## src/rtl/assert_macros.svh

```systemverilog
// Assertion macros shared by the encoder RTL
`ifndef ASSERT_MACROS_SVH
`define ASSERT_MACROS_SVH

// Property that must hold at every clock edge outside reset
`define LZ_ASSERT(lbl, clk_i, rstn_i, prop) \
	lbl: assert property (@(posedge clk_i) disable iff (!rstn_i) prop) \
		else $error("lz78e assertion failed");

// Condition that must never be seen outside reset
`define LZ_ASSERT_NEVER(lbl, clk_i, rstn_i, expr) \
	`LZ_ASSERT(lbl, clk_i, rstn_i, !(expr))

`endif

```

## src/rtl/lz78e_pkg.sv

```systemverilog
// Shared types, constants and control structs of the LZ78 dictionary encoder
`default_nettype none

package lz78e_pkg;

	localparam int unsigned PREFIX_W      = 12;
	localparam int unsigned CW_W          = 4;
	localparam int unsigned BYTE_W        = 8;
	localparam int unsigned MCB_W         = 4;
	localparam int unsigned CODE_BITS_DEF = 12;
	localparam logic [MCB_W-1:0] MCB_RESET = 4'd12;

	typedef struct packed {
		logic [BYTE_W-1:0] data_byte;
		logic              end_of_stream;
	} in_item_t;

	typedef struct packed {
		logic [PREFIX_W-1:0] prefix_code;
		logic [CW_W-1:0]     code_width;
		logic [BYTE_W-1:0]   literal_byte;
		logic                final_pair;
	} out_item_t;

	typedef logic [MCB_W-1:0] cfg_item_t;

	typedef enum logic [1:0] {
		ST_IDLE,
		ST_SEARCH,
		ST_EMIT
	} ctl_state_t;

	// Commands from controller to datapath
	typedef struct packed {
		logic start;
		logic search;
		logic take_found;
		logic emit;
	} dp_cmd_t;

	// Status from datapath to controller
	typedef struct packed {
		logic hit;
		logic done;
		logic eos;
		logic slot_free;
	} dp_status_t;

endpackage

`default_nettype wire

```

## src/rtl/lz78e_ctrl.sv

```systemverilog
// Controller state machine: accept, dictionary search, pair emission
`default_nettype none
`include "assert_macros.svh"

module lz78e_ctrl (
	input  logic                  clk,
	input  logic                  arst_n,
	input  logic                  in_valid,
	output logic                  in_ready,
	input  lz78e_pkg::dp_status_t status,
	output lz78e_pkg::dp_cmd_t    cmd
);
	import lz78e_pkg::*;

	ctl_state_t state_q;
	ctl_state_t state_d;

	// State register
	always_ff @(posedge clk or negedge arst_n) begin
		if (!arst_n) begin
			state_q <= ST_IDLE;
		end else begin
			state_q <= state_d;
		end
	end

	// Next state
	always_comb begin
		state_d = state_q;
		case (state_q)
			ST_IDLE: begin
				if (in_valid) begin
					state_d = ST_SEARCH;
				end
			end
			ST_SEARCH: begin
				if (status.hit) begin
					state_d = status.eos ? ST_EMIT : ST_IDLE;
				end else if (status.done) begin
					state_d = ST_EMIT;
				end
			end
			ST_EMIT: begin
				if (status.slot_free) begin
					state_d = ST_IDLE;
				end
			end
			default: begin
				state_d = ST_IDLE;
			end
		endcase
	end

	// Outputs
	always_comb begin
		in_ready       = 1'b0;
		cmd            = '0;
		case (state_q)
			ST_IDLE: begin
				in_ready  = 1'b1;
				cmd.start = in_valid;
			end
			ST_SEARCH: begin
				cmd.search     = 1'b1;
				cmd.take_found = status.hit & ~status.eos;
			end
			ST_EMIT: begin
				cmd.emit = status.slot_free;
			end
			default: begin
				in_ready = 1'b0;
			end
		endcase
	end

	// An extended prefix returns straight to accepting the next byte
	`LZ_ASSERT(a_extend_to_idle, clk, arst_n,
		(state_q == ST_SEARCH && status.hit && !status.eos) |=> (state_q == ST_IDLE))

endmodule

`default_nettype wire

```

## config.mk

```make
export PLATFORM = sky130hd
export DESIGN_NAME = lz78e_ctrl
export DESIGN_NICKNAME = d
export VERILOG_FILES = /design/src/rtl/lz78e_pkg.sv /design/src/rtl/lz78e_ctrl.sv
export VERILOG_INCLUDE_DIRS = /design/src /design/src/rtl
export SDC_FILE = /design/constraint.sdc
export NUM_CORES = 1
export LEC_CHECK = 0
export ABC_AREA = 1
export BUFFER_PORTS_ARGS = -buffer_cell sky130_fd_sc_hd__buf_2
export CAP_MARGIN = 25
export CORE_AREA = 2 2 39 41
export CTS_CLUSTER_SIZE = 20
export DETAILED_ROUTE_END_ITERATION = 8
export DIE_AREA = 0 0 41 43
export PLACE_DENSITY_LB_ADDON = 0.3
export SYNTH_ARGS = -nofsm -noshare
export SYNTH_HDL_FRONTEND = slang
export SYNTH_SLANG_ARGS = --single-unit
```

## constraint.sdc

```tcl
create_clock -name clk -period 0.8 [get_ports clk]
set_input_delay 0.08 -clock clk [delete_from_list [all_inputs] [get_ports clk]]
set_output_delay 0.08 -clock clk [all_outputs]
set_load 0.1 [all_outputs]
```

## After elaboration in Yosys (flattened, before gate mapping)

Index checks and enable logic that the tools add are counted.

| operators by class | value |
|---|---|
| $add $sub $neg | 0 |
| multiply operators | 0 |
| divide/modulo/power cells | 0 |
| $lt $le $gt $ge | 0 |
| equal/unequal tests | 5 |
| shift operators | 0 |
| muxes and demuxes | 10 |
| bitwise logic cells | 2 |
| reductions and logical operators | 2 |

Operator list:

| kind | count |
|---|---|
| $mux W2 | 6 |
| $pmux W2 S3 | 1 |
| $ne A2 B2 Y1 const B | 2 |
| $mux W1 | 3 |
| $ne A3 B3 Y1 const B | 1 |
| $reduce_and A3 Y1 | 1 |
| $eq A2 B1 Y1 const B | 1 |
| $eq A2 B2 Y1 const B | 1 |
| $logic_not A2 Y1 | 1 |
| $and A1 B1 Y1 | 1 |
| $not A1 Y1 | 1 |

| storage, ports and cells | value |
|---|---|
| flip-flop bits (word level) | 2 |
| latch bits | 0 |
| memory bits (writable) | 0 |
| ROM bits | 0 |
| input bits | 7 |
| output and inout bits | 5 |
| logic and storage cells | 20 |
| memories | 0 |

## Logic depth before layout (Yosys ltp)

| depth | value |
|---|---|
| word-level depth | 3 |
| gate-level depth with buffers | 5 |
| gate-level depth less buffers | 5 |

## Least setup slack after synthesis

Ideal clock, no wire load.

| path | value |
|---|---|
| kind | register to output |
| start | register state_q[1] |
| end | output port cmd[3] (netlist name) |
| arrival time | 2706 ps |
| data required time | 720 ps |
| slack | -1986 ps |
| stages on the path, launching flop included | 4 |
| path buffers | 0 |
| cells stage by stage | dfrtp_1 nor2_2 inv_1 nor2_1 |

RTL lines:

| element | RTL line | text |
|---|---|---|
| from (decl) | lz78e_ctrl.sv:15 | `ctl_state_t state_q;` |
| from (signal assigned) | lz78e_ctrl.sv:23 | `state_q <= state_d;` |
| to (decl) | lz78e_ctrl.sv:11 | `output lz78e_pkg::dp_cmd_t cmd` |

==> summary.txt <==
Outcome
  – Outcome: complete, but fails checks
  – Failing checks: setup timing

Detailed routing
  – DRT iter0 DRCs: 2
  – Vias: 218
  – Via density: 3.695
  – Wire per inst: 6.898 µm
  – DR DRC count: 0
  – WL final: 407 µm
  – Antenna viol nets, final: 0
  – First-pass iteration count of the detailed router: 4

Worst setup path
  – Worst path cell trace: inv_2 > buf_6 > nor3_4 > buf_12
  – Critical-path maximum fanout: 3
  – Worst EP arrival: 1.15 ns
  – Crit Path Class: flip-flop to output pin
  – Buf/Inv on CP: 3
  – Reg2reg end: state_q[1]
  – Worst r2r src: state_q[0]
  – Cell family with most CP delay: flip-flops
  – Worst path required time: 0.72 ns
  – R2R setup slack: -0.23 ns
  – Crit end category: output pin
  – Worst path slowest cell: dfrtp_1
  – Worst stage delay on the critical path: 0.40 ns
  – FF-to-FF path depth: 5
  – Startpoint Class: flip-flop

STA
  – Setup_tns: -2.437 ns
  – RSZ-0062 raised after global routing: true
  – Rel. slew slack: 88.42%
  – Setup-failing EPs final: 7
  – Final hold viol count: 0
  – Max Slew Vio Count: 0
  – Post-layout min period: 1.230 ns
  – Least-Margin Pin Slew: 0.1731 ns
  – Highest Clock Rate: 0.8128 GHz
  – Final worst slack: -0.4303 ns
  – Period utilisation layout: 153.8%
  – Fin Clk Skew: 0.003784 ns

GRT
  – GRT Util Overall: 6.439%
  – Antenna violations before repair: 0
  – First-pass GRT wire length: 731 µm
  – Number of global-route vias before repair: 217
  – Largest net degree at the start of global routing: 5
  – Global route overflow: 0

Hold path
  – Worst hold start: status[2]
  – Worst hold path depth: 4
  – Hold Crit Class: input port to flip-flop
  – Min-Delay Endpoint: state_q[0]

Placed design
  – Buffers on Ports: 11
  – GP Congestion: 0.6238
  – Cell Area, Placed: 355.3 µm²
  – Detailed placer's ending HPWL: 332.4 µm

Yosys
  – Synth Cell Area: 146.4 µm²
  – Top cells by count, synth: 5 x inv_1, 4 x nand2_1, 4 x nor2_1, 2 x dfrtp_1, 2 x nor3_1
  – Post-synthesis sequential area ratio: 34.19%
  – Synthesized net count: 30
  – #FFs+latches synth: 2
  – Yosys warning count: 0
  – Top cell type's share of synthesized area: 34.19%
  – Post-synth EDFFs: 0
  – Area contributors post-synth: dfrtp_1 34%, inv_1 13%, nand2_1 10%
  – Synthesized instance count: 23
  – Async SR Flop Fraction: 100.0%
  – Synth Area per Inst: 6.365 µm²
  – Top_reg_cell synth: dfrtp_1
  – Post-synth top area cell: dfrtp_1
  – Most frequent cell after synthesis: inv_1
  – Post-synthesis cell type count: 11

Layout
  – Share of layout cells above drive strength 1: 67.44%
  – Final Cell Area: 407.9 µm²
  – Max FFs per register: 2
  – Post-Route Utilization: 29.48%
  – Layout Area Growth over Synthesis: 178.6%
  – Antenna Cells: 0
  – Nets: 51
  – Largest reg by FF count: state_q
  – Largest regs: state_q x2

Floorplanning
  – CORE AREA: 1384 µm²
  – Die X: 41 µm
  – Die area: 1763 µm²
  – Row cnt: 14
  – Die Y-Extent: 43 µm
  – Initial Utilization: 10.58%
  – IO Pins: 12

CTS
  – Clock sink count: 2
  – H-tree depth: 1
  – Root Driver: clkbuf_4
  – CTS buffer count: 3
  – CTS tree: built
  – Clk buf depth: 2
  – Worst skew pair latency: 0.23 ns
  – Worst-path clk slew: 0.03 ns

Flow run
  – Max_cap viols: 0
## worst min-delay path, stage by stage
cell and delay (ns):
buf_2 0.07, nor2_1 0.03, nand2_2 0.06, o21ai_1 0.06
## cells in the final DEF, fill, tap and decap left out, types with 2 or more instances in the layout
cell type,n
buf_2,6
buf_12,5
inv_1,3
inv_2,3
nor2_4,3
nor2_1,3
clkbuf_4,3
buf_4,3
nand2_2,2
nor3_4,2
nand2_1,2
## through the flow
stage / hold slack [ns] / std cells / setup slack (ns)
2_1_floorplan: -0.2156 / 23 / -0.8791
3_3_place_gp: -0.1341 / 53 / -0.2297
6_report: 0.1192 / 59 / -0.4303
4_1_cts: 0.1182 / 59 / -0.4479
5_1_grt: 0.1350 / 59 / -0.4867
3_5_place_dp: -0.1310 / 53 / -0.2273
## worst max path at each step
stage / start / endpoint / slack (ns) / cells after the start
CTS: state_q[1] / cmd[0] / -0.45 / 4
global placement: state_q[0] / cmd[3] / -0.23 / 4
finish: state_q[1] / cmd[0] / -0.43 / 4
global route: state_q[0] / cmd[3] / -0.49 / 4
detailed placement: state_q[1] / cmd[1] / -0.23 / 4
floorplan: state_q[0] / cmd[3] / -0.88 / 3
## routing by layer
layer  routed length (µm)  up-vias  global-route usage [%]
li1                     -      112                       -
met1                  152       96                   5.502
met2                  217        8                   9.688
met3                   25        2                   3.665
met4                   11        0                   6.000
met5                    0        -                       0
## area by class of cell
cell class	count	area, µm²
inverters	6	22.52
clock buffers	4	26.28
repair buffers	16	173.9
multi-input cells	15	113.9
fillers	156	975.9
well taps	16	20.02
flip-flops and latches	2	51.30
## logic make-up (layout without fill, tap and decap cells)
kind of cell | after synthesis | count (layout) | synth area share (%)
and+or+nand+nor | 14 | 14 | 47.00
DFF | 2 | 2 | 34.19
AOI/OAI and AO/OA | 1 | 1 | 3.416
buffers and inverters | 6 | 26 | 15.38
## what timing repair did
item,in CTS,in global routing
hold buffers,1,0
resized for setup,4,0
hold endpoints to repair,2,0
endpoints found under the setup margin,7,7
buffers inserted,1,0
gates cloned,0,0
pin swaps,2,0
Power is not shown: default switching activity piles up to over one toggle a cycle in this logic, so the estimate is an artifact.
